`config.mk`:
```
export PLATFORM = sky130hd
export DESIGN_NAME = q31_saturating_alu
export DESIGN_NICKNAME = d
export VERILOG_FILES = /design/src/q31sa_pkg.sv /design/src/q31_saturating_alu.sv /design/src/q31sa_mul.sv
export SDC_FILE = /design/constraint.sdc
export NUM_CORES = 2
export LEC_CHECK = 0
export ABC_CLOCK_PERIOD_IN_PS = 11150
export BUFFER_PORTS_ARGS = -buffer_cell sky130_fd_sc_hd__buf_2
export CAP_MARGIN = 5
export CORE_MARGIN = 3
export CORE_UTILIZATION = 45
export DETAILED_ROUTE_END_ITERATION = 8
export PLACE_DENSITY_LB_ADDON = 0.2
export RECOVER_POWER = 100
export SLEW_MARGIN = 20
export SYNTH_ARGS = -nofsm -noshare
export SYNTH_HDL_FRONTEND = slang
export SYNTH_SLANG_ARGS = --single-unit
```
`constraint.sdc`:
```
create_clock -name clk_i -period 11.15 [get_ports clk_i]
set_input_delay 1.115 -clock clk_i [delete_from_list [all_inputs] [get_ports clk_i]]
set_output_delay 1.115 -clock clk_i [all_outputs]
set_load 0.02 [all_outputs]
```
`src/q31sa_pkg.sv`:
```
// Shared types, constants and helper functions for the Q31 saturating ALU.
`timescale 1ns / 1ps
`default_nettype none

package q31sa_pkg;

  localparam int unsigned Q31_W  = 32;
  localparam int unsigned PROD_W = 2 * Q31_W;

  localparam logic signed [Q31_W-1:0] Q31_MAX = 32'sh7fff_ffff;
  localparam logic signed [Q31_W-1:0] Q31_MIN = 32'sh8000_0000;

  typedef enum logic [3:0] {
    CMD_ADD  = 4'd0,
    CMD_SUB  = 4'd1,
    CMD_MUL  = 4'd2,
    CMD_MAC  = 4'd3,
    CMD_MSUB = 4'd4,
    CMD_ABS  = 4'd5,
    CMD_DIV  = 4'd6,
    CMD_SHL  = 4'd7,
    CMD_SHR  = 4'd8
  } cmd_e;

  typedef enum logic [5:0] {
    ST_IDLE = 6'b000001,
    ST_EXEC = 6'b000010,
    ST_MRND = 6'b000100,
    ST_DMUL = 6'b001000,
    ST_DCMP = 6'b010000,
    ST_DONE = 6'b100000
  } state_e;

  // Clamp a 33-bit sum to the Q31 range.
  function automatic logic signed [Q31_W-1:0] sat33(input logic signed [Q31_W:0] v);
    logic signed [Q31_W-1:0] r;
    if (v[Q31_W] != v[Q31_W-1]) begin
      r = v[Q31_W] ? Q31_MIN : Q31_MAX;
    end else begin
      r = v[Q31_W-1:0];
    end
    return r;
  endfunction

  // Round a raw product to Q31: floor((2*p + 2^31) / 2^32).
  function automatic logic signed [Q31_W-1:0] q_round(input logic signed [PROD_W-1:0] p);
    return p[PROD_W-2:Q31_W-1] + {{(Q31_W-1){1'b0}}, p[Q31_W-2]};
  endfunction

endpackage

`default_nettype wire

```
`src/q31_saturating_alu.sv`:
```
// Top level of the Q31 saturating ALU: command sequencer around one shared multiplier.
`timescale 1ns / 1ps
`default_nettype none

// Channel   Direction  Handshake                 Payload
// in        slave      in_valid_i / in_stall_o   cmd_i, operand_a_i, operand_b_i,
//                                                operand_c_i, shift_amount_i
// out       master     out_valid_o / out_stall_i result_o
//
// One input beat is worked at a time; in_stall_o is high from acceptance until the
// result has moved into the output register. Add, subtract, abs and shifts go
// through the execute and done states; mul/mac/msub add the multiplier register,
// then rounding. Divide bisects through the shared multiplier, a multiply state and
// a compare state per step, at most 31 steps. A held result in the output register
// does not block the next input beat. Reset clears the sequencer and the output valid.

module q31_saturating_alu (
  input  wire logic                                clk_i,
  input  wire logic                                rst_ni,
  input  wire logic                                in_valid_i,
  output logic                                     in_stall_o,
  input  wire logic [3:0]                          cmd_i,
  input  wire logic signed [q31sa_pkg::Q31_W-1:0]  operand_a_i,
  input  wire logic signed [q31sa_pkg::Q31_W-1:0]  operand_b_i,
  input  wire logic signed [q31sa_pkg::Q31_W-1:0]  operand_c_i,
  input  wire logic [5:0]                          shift_amount_i,
  output logic                                     out_valid_o,
  input  wire logic                                out_stall_i,
  output logic signed [q31sa_pkg::Q31_W-1:0]       result_o
);

  localparam int unsigned W  = q31sa_pkg::Q31_W;
  localparam int unsigned MW = W - 1;  // magnitude width

  // Attach the quotient sign to a magnitude.
  function automatic logic signed [W-1:0] apply_sign(input logic neg,
                                                     input logic [MW-1:0] mag);
    logic signed [W-1:0] m;
    m = {1'b0, mag};
    return neg ? -m : m;
  endfunction

  // Sequencer and output slot
  q31sa_pkg::state_e state_d, state_q;
  logic              out_valid_d, out_valid_q;
  logic signed [W-1:0] out_result_d, out_result_q;

  // Latched command and operands
  q31sa_pkg::cmd_e   cmd_d, cmd_q;
  logic signed [W-1:0] a_d, a_q, b_d, b_q, c_d, c_q;
  logic [5:0]        n_d, n_q;
  logic signed [W-1:0] res_d, res_q;

  // Divide search state
  logic [MW-1:0]     x_d, x_q, y_d, y_q;
  logic [MW-1:0]     lo_d, lo_q, hi_d, hi_q, mid_d, mid_q;
  logic              neg_d, neg_q;

  // Shared multiplier
  logic signed [W-1:0]   mul_a, mul_b;
  logic signed [2*W-1:0] prod;

  assign mul_a = (state_q == q31sa_pkg::ST_DMUL) ? $signed({1'b0, mid_q}) : a_q;
  assign mul_b = (state_q == q31sa_pkg::ST_DMUL) ? $signed({1'b0, y_q}) : b_q;

  q31sa_mul u_mul (
    .clk_i  (clk_i),
    .a_i    (mul_a),
    .b_i    (mul_b),
    .prod_o (prod)
  );

  // Combinational command datapath
  logic signed [W:0]     sum33, diff33;
  logic signed [W-1:0]   a_abs, b_abs;
  logic signed [W-1:0]   sat_sign;
  logic signed [2*W-2:0] shl_wide;
  logic                  shl_ovf;
  logic signed [W-1:0]   shl_res, shr_res;
  logic                  div_neg;

  assign sum33    = {a_q[W-1], a_q} + {b_q[W-1], b_q};
  assign diff33   = {a_q[W-1], a_q} - {b_q[W-1], b_q};
  assign a_abs    = (a_q == q31sa_pkg::Q31_MIN) ? q31sa_pkg::Q31_MAX :
                    (a_q[W-1] ? -a_q : a_q);
  assign b_abs    = (b_q == q31sa_pkg::Q31_MIN) ? q31sa_pkg::Q31_MAX :
                    (b_q[W-1] ? -b_q : b_q);
  assign sat_sign = a_q[W-1] ? q31sa_pkg::Q31_MIN : q31sa_pkg::Q31_MAX;

  // Left shift saturates on the true value: every bit above the Q31 window
  // must match the sign bit.
  assign shl_wide = {{(W-1){a_q[W-1]}}, a_q} <<< n_q[4:0];
  assign shl_ovf  = !((&shl_wide[2*W-2:W-1]) || !(|shl_wide[2*W-2:W-1]));
  always_comb begin
    if (a_q == '0) begin
      shl_res = '0;
    end else if (n_q[5] || shl_ovf) begin
      shl_res = sat_sign;
    end else begin
      shl_res = shl_wide[W-1:0];
    end
  end

  // Arithmetic right shift; 32 or more gives zero even for negative values.
  always_comb begin
    if (n_q[5]) begin
      shr_res = '0;
    end else begin
      shr_res = a_q >>> n_q[4:0];
    end
  end

  // Zero counts as neither sign.
  assign div_neg = (a_q[W-1] && (b_q != '0) && !b_q[W-1]) ||
                   (!a_q[W-1] && (a_q != '0) && b_q[W-1]);

  // Rounded product and divide compare
  logic signed [W-1:0] qm, mac_res, msub_res;
  logic [W-1:0]        qm_u, x_ext;
  logic [MW-1:0]       up_span, dn_span;

  always_comb begin
    if ((a_q == q31sa_pkg::Q31_MIN) && (b_q == q31sa_pkg::Q31_MIN)) begin
      qm = q31sa_pkg::Q31_MAX;
    end else begin
      qm = q31sa_pkg::q_round(prod);
    end
  end

  assign mac_res  = q31sa_pkg::sat33({qm[W-1], qm} + {c_q[W-1], c_q});
  assign msub_res = q31sa_pkg::sat33({qm[W-1], qm} - {c_q[W-1], c_q});

  // In divide both factors are nonnegative and below 2^31, so no min*min case.
  assign qm_u    = q31sa_pkg::q_round(prod);
  assign x_ext   = {1'b0, x_q};
  assign up_span = hi_q - mid_q;
  assign dn_span = mid_q - lo_q;

  // Sequencer
  always_comb begin
    state_d      = state_q;
    out_valid_d  = out_valid_q;
    out_result_d = out_result_q;
    cmd_d        = cmd_q;
    a_d          = a_q;
    b_d          = b_q;
    c_d          = c_q;
    n_d          = n_q;
    res_d        = res_q;
    x_d          = x_q;
    y_d          = y_q;
    lo_d         = lo_q;
    hi_d         = hi_q;
    mid_d        = mid_q;
    neg_d        = neg_q;

    // Drop the output beat once taken.
    if (out_valid_q && !out_stall_i) begin
      out_valid_d = 1'b0;
    end

    unique case (state_q)
      q31sa_pkg::ST_IDLE: begin
        if (in_valid_i) begin
          cmd_d   = q31sa_pkg::cmd_e'(cmd_i);
          a_d     = operand_a_i;
          b_d     = operand_b_i;
          c_d     = operand_c_i;
          n_d     = shift_amount_i;
          state_d = q31sa_pkg::ST_EXEC;
        end
      end

      q31sa_pkg::ST_EXEC: begin
        state_d = q31sa_pkg::ST_DONE;
        case (cmd_q) inside
          q31sa_pkg::CMD_ADD: res_d = q31sa_pkg::sat33(sum33);
          q31sa_pkg::CMD_SUB: res_d = q31sa_pkg::sat33(diff33);
          q31sa_pkg::CMD_MUL, q31sa_pkg::CMD_MAC, q31sa_pkg::CMD_MSUB: begin
            // Product of a and b lands in the multiplier register now.
            state_d = q31sa_pkg::ST_MRND;
          end
          q31sa_pkg::CMD_ABS: res_d = a_abs;
          q31sa_pkg::CMD_DIV: begin
            x_d   = a_abs[MW-1:0];
            y_d   = b_abs[MW-1:0];
            neg_d = div_neg;
            if (b_abs == '0) begin
              res_d = q31sa_pkg::Q31_MAX;
            end else if (a_abs >= b_abs) begin
              res_d = div_neg ? q31sa_pkg::Q31_MIN : q31sa_pkg::Q31_MAX;
            end else if (a_abs == '0) begin
              res_d = '0;
            end else begin
              // Bisect over [0, max]; first midpoint is max/2.
              lo_d    = '0;
              hi_d    = {MW{1'b1}};
              mid_d   = {1'b0, {(MW-1){1'b1}}};
              state_d = q31sa_pkg::ST_DMUL;
            end
          end
          q31sa_pkg::CMD_SHL: res_d = shl_res;
          q31sa_pkg::CMD_SHR: res_d = shr_res;
          default:            res_d = '0;
        endcase
      end

      q31sa_pkg::ST_MRND: begin
        state_d = q31sa_pkg::ST_DONE;
        case (cmd_q)
          q31sa_pkg::CMD_MAC:  res_d = mac_res;
          q31sa_pkg::CMD_MSUB: res_d = msub_res;
          default:             res_d = qm;
        endcase
      end

      q31sa_pkg::ST_DMUL: begin
        // Multiplier register takes mid * |b|.
        state_d = q31sa_pkg::ST_DCMP;
      end

      q31sa_pkg::ST_DCMP: begin
        if (qm_u == x_ext) begin
          res_d   = apply_sign(neg_q, mid_q);
          state_d = q31sa_pkg::ST_DONE;
        end else if (qm_u < x_ext) begin
          lo_d = mid_q;
          if (up_span > {{(MW-1){1'b0}}, 1'b1}) begin
            mid_d   = mid_q + (up_span >> 1);
            state_d = q31sa_pkg::ST_DMUL;
          end else begin
            res_d   = apply_sign(neg_q, mid_q);
            state_d = q31sa_pkg::ST_DONE;
          end
        end else begin
          hi_d = mid_q;
          if (dn_span > {{(MW-1){1'b0}}, 1'b1}) begin
            mid_d   = lo_q + (dn_span >> 1);
            state_d = q31sa_pkg::ST_DMUL;
          end else begin
            res_d   = apply_sign(neg_q, lo_q);
            state_d = q31sa_pkg::ST_DONE;
          end
        end
      end

      q31sa_pkg::ST_DONE: begin
        // Hold until the output slot is free or being emptied.
        if (!out_valid_q || !out_stall_i) begin
          out_valid_d  = 1'b1;
          out_result_d = res_q;
          state_d      = q31sa_pkg::ST_IDLE;
        end
      end

      default: state_d = q31sa_pkg::ST_IDLE;
    endcase
  end

  always_ff @(posedge clk_i or negedge rst_ni) begin
    if (!rst_ni) begin
      state_q     <= q31sa_pkg::ST_IDLE;
      out_valid_q <= 1'b0;
    end else begin
      state_q     <= state_d;
      out_valid_q <= out_valid_d;
    end
  end

  always_ff @(posedge clk_i) begin
    out_result_q <= out_result_d;
    cmd_q        <= cmd_d;
    a_q          <= a_d;
    b_q          <= b_d;
    c_q          <= c_d;
    n_q          <= n_d;
    res_q        <= res_d;
    x_q          <= x_d;
    y_q          <= y_d;
    lo_q         <= lo_d;
    hi_q         <= hi_d;
    mid_q        <= mid_d;
    neg_q        <= neg_d;
  end

  assign in_stall_o  = (state_q != q31sa_pkg::ST_IDLE);
  assign out_valid_o = out_valid_q;
  assign result_o    = out_result_q;

endmodule

`default_nettype wire

```
`src/q31sa_mul.sv`:
```
// Registered signed 32x32 multiplier shared by multiply and divide.
`timescale 1ns / 1ps
`default_nettype none

module q31sa_mul (
  input  wire logic                                   clk_i,
  input  wire logic signed [q31sa_pkg::Q31_W-1:0]     a_i,
  input  wire logic signed [q31sa_pkg::Q31_W-1:0]     b_i,
  output logic signed [q31sa_pkg::PROD_W-1:0]         prod_o
);

  logic signed [q31sa_pkg::PROD_W-1:0] prod_d;
  logic signed [q31sa_pkg::PROD_W-1:0] prod_q;

  assign prod_d = a_i * b_i;

  always_ff @(posedge clk_i) begin
    prod_q <= prod_d;
  end

  assign prod_o = prod_q;

endmodule

`default_nettype wire

```
* Word-level counts from Yosys, hierarchy flattened
Index checks and enable logic that the tools add are counted.
Widths: inputs -> output; s select.
** Word-level totals
- Bits in registers :: 396
- Input port bits :: 110
- Logic and storage cells :: 207
** Operators by class
- $add $sub $neg :: 13
- $mul :: 1
- Order comparisons :: 4
- Eq/ne operators :: 41
- Shift operators :: 2
- Mux-type cells :: 91
- Bitwise logic cells :: 4
- Reduce and logical (&&, ||, !) cells :: 35
** Operator list (number)
- $mux 32 :: 36
- $mux 31 :: 32
- $pmux 31 s2 :: 3
- $logic_not 32->1 :: 3
- $pmux 32 s3 :: 1
- $mux 6 :: 14
- $add 32x32->33 :: 2
- $sub 32x32->33 :: 2
- $eq 32x32->1 const B :: 2
- $neg 31->32 :: 2
- $neg 32->32 :: 2
- $pmux 32 s2 :: 1
- $reduce_bool 32->1 :: 2
- $mul 32x32->63 :: 1
- $sshl 63x5->63 :: 1
- $add 31x30->31 :: 2
- $gt 31x1->1 const B :: 2
- $sub 31x31->31 :: 2
- $pmux 6 s6 :: 1
- $add 32x1->32 :: 1
- $eq 32x31->1 :: 1
- $ge 32x32->1 :: 1
- $lt 32x31->1 :: 1
- $reduce_and 32->1 :: 1
- 32 further kinds :: 75

* Logic depth before layout (Yosys ltp)
- Depth in word-level cells :: 15
- Gate-level depth with buffers :: 37

* By module
Synthesis repeated with hierarchy kept, for this count alone.
** Unflattened totals
- Cells, all modules :: 8640
- Area, all modules :: 75588.7 um^2
** By module, submodules not included
- q31_saturating_alu :: instances 1, cells an instance 4663, area each 37916.4 um^2, sequential area each 9965.8 um^2
- q31sa_mul :: instances 1, cells an instance 3977, area each 37672.4 um^2, sequential area each 1281.2 um^2

* Worst setup path after synthesis
No wires, ideal clock.
- Path kind :: register to register
- Start :: register state_q[1]
- End :: register u_mul.prod_q, in the netlist u_mul.prod_o[40]
- Library setup time :: 0.072 ns
- Arrival time :: 9.065 ns
- Required time :: 11.078 ns
- Path slack :: 2.013 ns
- Cell stages (with the launch flop) :: 32
- Path buffers :: 4
- Cells stage by stage :: dfrtp_1 nor4_1 nand3b_1 clkbuf_1 clkbuf_1 clkbuf_1 a21oi_1 clkbuf_1 nor2_1 fa_1 fa_1 fa_1 inv_1 fa_1 inv_1 fa_1 fa_1 fa_1 fa_1 ha_1 and4_1 a22o_1 o31a_1 o211ai_1 a21boi_0 o21a_1 or2_2 a21oi_1 o21ai_0 a21o_1 a21oi_1 xnor2_1
** On the way
- Word-level cells in the longest chain between the ends :: 3
** Ends and longest elaborated chain
- from (decl) :: RTL line q31_saturating_alu.sv:44 : q31sa_pkg::state_e state_d, state_q;
- from (signal assigned) :: RTL line q31_saturating_alu.sv:262 : state_q <= q31sa_pkg::ST_IDLE;
- from (signal assigned) :: RTL line q31_saturating_alu.sv:265 : state_q <= state_d;
- $eq 6x4->1 * :: RTL line q31_saturating_alu.sv:63, q31_saturating_alu.sv:64
- $mux 32, on equally long branches :: RTL line q31_saturating_alu.sv:63, q31_saturating_alu.sv:64
- $mul 32x32->63 * :: RTL line q31sa_mul.sv:15 : assign prod_d = a_i * b_i;
- via u_mul.prod_d, one bit :: RTL line q31sa_mul.sv:12 : logic signed [q31sa_pkg::PROD_W-1:0] prod_d;
- to (signal assigned) :: RTL line q31sa_mul.sv:18 : prod_q <= prod_d;
- to (decl) :: RTL line q31sa_mul.sv:13 : logic signed [q31sa_pkg::PROD_W-1:0] prod_q;
The timed path passes the listed nets; every way through them passes the cells marked *.
A chain may end at the register's enable or synchronous reset.

* Final worst setup path
- Start :: register a_q[5]
- End :: register res_q[8] (data pin)
** On the way
- Word-level cells in the longest chain between the ends :: 15
** Ends and longest elaborated chain
- from (decl) :: RTL line q31_saturating_alu.sv:50 : logic signed [W-1:0] a_d, a_q, b_d, b_q, c_d, c_q;
- from (signal assigned) :: RTL line q31_saturating_alu.sv:273 : a_q <= a_d;
- parallel branches: the longest is 14 deep, another holds $neg 32->32
- $pmux 32 s3 * :: RTL line q31_saturating_alu.sv:162 : unique case (state_q)
- via res_d[8] :: RTL line q31_saturating_alu.sv:52 : logic signed [W-1:0] res_d, res_q;
- to (signal assigned) :: RTL line q31_saturating_alu.sv:277 : res_q <= res_d;
- to (decl) :: RTL line q31_saturating_alu.sv:52
Mark *: on every way through the listed nets, which the timed path passes. The select of a mux whose other input is x is not followed.

==> results.json <==
{
  "fin_util_pct": 49.0,
  "slew_viol_final": 461,
  "start_kind": "register",
  "hold_ws_ns": 0.402,
  "finClkSkew_ns": 0.0641,
  "synthCells": 8180,
  "status": "finished with violations",
  "dpl.hpwl_um": 244000,
  "cp.required_ns": 11.43,
  "layout_common_cells": "1212 x inv_1, 1080 x fa_1, 945 x nor2_1",
  "reg2reg_from": "a_q[5]",
  "met1_usage_pct": 46.5,
  "drive_above_1_share_pct": 7.30,
  "crit_fanout": 15,
  "fin_setup_tns_ns": 0,
  "cts_hold_buf": 0,
  "synth_top_cell_area_share_pct": 30.3,
  "grt_pass1_wl_um": 430000,
  "gp_congestion": 1.09,
  "drt_iter0_drc": 7393,
  "use_met3_pct": 9.81,
  "synth_top_cells_by_area": "fa_1 30%, edfxtp_1 14%, ha_1 8.7%, inv_1 6.4%, nor2_1 5.0%",
  "worst_slew_pin_slew_ns": 4.16,
  "crit_start": "a_q[5]",
  "hp-class": "reg2reg",
  "tritoncts": "done",
  "regToRegEndpoint": "res_q[8]",
  "path_clk_slew_ns": 0.09,
  "yosysUniqueCellTypes": 98,
  "rsz0062_at_grt": "no",
  "die-area_um2": 164000,
  "mappedNetlistNets": 9865,
  "setup_viol": 0,
  "worstPathArrival_ns": 11.18,
  "firstDrtPassIters": 7,
  "pin_count": 144,
  "numPortBuffers": 143,
  "grt-busiest-layer": "met2",
  "worst_r2r_path_depth": 21,
  "clkLatencyLatePin_ns": 0.68,
  "viasPerCell": 6.12,
  "core.rowCount": 145,
  "routed_wirelength_um": 297000,
  "yosysTopAreaCell": "fa_1",
  "cts_buffers": 46,
  "cts_sinks": 366,
  "post-cts-setup-buffers": 0,
  "finalCriticalPeriod_ns": 10.90,
  "met2_usage_pct": 54.2,
  "synth_edf_count": 326,
  "wire_per_inst_um": 28.8,
  "syn-cell-area_um2": 71500,
  "synth_area_per_cell_um2": 8.74,
  "whs_path_depth": 0,
  "yosys_warnings": 0,
  "slew_headroom_pct": -177,
  "final_nets": 9881,
  "final_antenna_net_count": 0,
  "die-height_um": 405,
  "cts.path.max_buffers": 3,
  "start_util_pct": 45.5,
  "root_buffer": "clkbuf_16",
  "gr-total-overflow": 0,
  "drc": 0,
  "vias": 63037,
  "dieWidth_um": 405,
  "syn_to_final_growth_pct": 7.55,
  "cts_resized": 0,
  "grtUsageTotal_pct": 36.0,
  "seq_area_frac_synth_pct": 14.9,
  "synthFlopType": "edfxtp_1",
  "period_share_pct": 97.8,
  "grt_max_degree": 96,
  "async_reset_ff_share_pct": 1.91,
  "final_common_cell": "inv_1",
  "htree_num_levels": 2,
  "endpoint_kind": "register",
  "yosys_register_bits": 366,
  "max_cap_violations": 13,
  "path_class": "reg2reg",
  "r2r_slack_ns": 0.25,
  "grt_pass1_vias": 63304,
  "holdPathEnd": "result_o[9]",
  "grt_antenna_before_repair": 19,
  "violations": "capacitance limit, slew limit",
  "hp-start": "res_q[9]",
  "fp.coreArea_um2": 157000,
  "timing.fmax_ghz": 0.0917,
  "hold_viol": 0
}
## kinds of logic after synthesis
logic type | synth area share [%]
fa+ha+maj | 39.0
mux | 4.12
compound gates | 13.0
xor+xnor | 4.35
flops | 14.9
simple gates | 16.0
buf+inv | 8.77
## through the flow
| step | std cells | setup slack, ns | cell area (um^2) |
|---|---|---|---|
| after floorplan | 8180 | 2.01 | 71500 |
| after global placement | 10205 | 0.762 | 75400 |
| after detailed placement | 10206 | 0.566 | 75400 |
| after CTS | 10290 | 0.513 | 77000 |
| after global routing | 10291 | 0.0525 | 76800 |
| final | 10299 | 0.246 | 76900 |
## per-layer routing
layer | part of all wire (%) | up-vias
met5 | 0.030 | -
met4 | 7.3 | 12
met3 | 11 | 914
met2 | 43 | 3605
met1 | 38 | 31469
li1 | - | 27037
## worst max-delay path: stages (launching register included)
cell and delay [ns]:
edfxtp_1 0.40, clkbuf_1 0.56, or4_1 1.03, or4_1 0.55
nor4_1 0.72, nand2_1 0.29, nor2_1 0.35, nand2_1 0.60
nand2b_1 0.39, ha_1 0.38, or4_1 0.57, nor3_1 0.29
a31oi_1 0.28, a311oi_1 0.61, o21ai_0 0.26, a211oi_1 0.55
o41ai_1 0.16, nor3b_2 0.67, clkbuf_1 0.49, a211oi_1 0.23
nor3_1 0.73, o211ai_1 0.37
## how the worst max path moves through the flow
stage | slack [ns] | cells after the start | endpoint
5_1_grt | 0.05 | 34 | u_mul.prod_o[60]
2_1_floorplan | 2.01 | 31 | u_mul.prod_o[40]
3_3_place_gp | 0.76 | 34 | u_mul.prod_o[60]
3_5_place_dp | 0.57 | 34 | u_mul.prod_o[60]
6_report | 0.25 | 21 | res_q[8]
4_1_cts | 0.51 | 34 | u_mul.prod_o[60]
## state kept, by name (all words and copies together), names as in the netlist, 31 cells and up
signal        flops
c_q              32
a_q              32
mid_q            31
res_q            32
u_mul.prod_o     33
lo_q             31
hi_q             31
result_o         32
x_q              31
y_q              31
b_q              32
## Yosys cell counts, types with 50 or more instances
| library cell | count |
|---|---|
| inv_1 | 1212 |
| fa_1 | 1080 |
| nor2_1 | 948 |
| nand2_1 | 886 |
| ha_1 | 495 |
| a21oi_1 | 416 |
| clkbuf_1 | 378 |
| o21ai_0 | 331 |
| edfxtp_1 | 326 |
| xnor2_1 | 247 |
| a21o_1 | 136 |
| nor3_1 | 114 |
| mux2i_1 | 110 |
| xor2_1 | 108 |
| nand3_1 | 105 |
| nand2b_1 | 75 |
| nand4_1 | 74 |
| o211ai_1 | 69 |
| mux4_2 | 68 |
| and2_1 | 57 |
| nor2b_1 | 56 |
| o21a_1 | 53 |
| a211oi_1 | 51 |
| o31ai_1 | 51 |
| nor4_1 | 50 |
## cell type report
type	instances	area (um^2)
clock buffer	55	1220
multi-input combinational	6163	55000
inverter	1224	4590
tap	2058	2570
antenna	9	22.5
timing repair buffer	395	2490
clock inverter	29	374
fill	15036	80100
sequential	366	10600
Power is not shown: default switching activity piles up to over one toggle a cycle in this logic, so the estimate is an artifact.
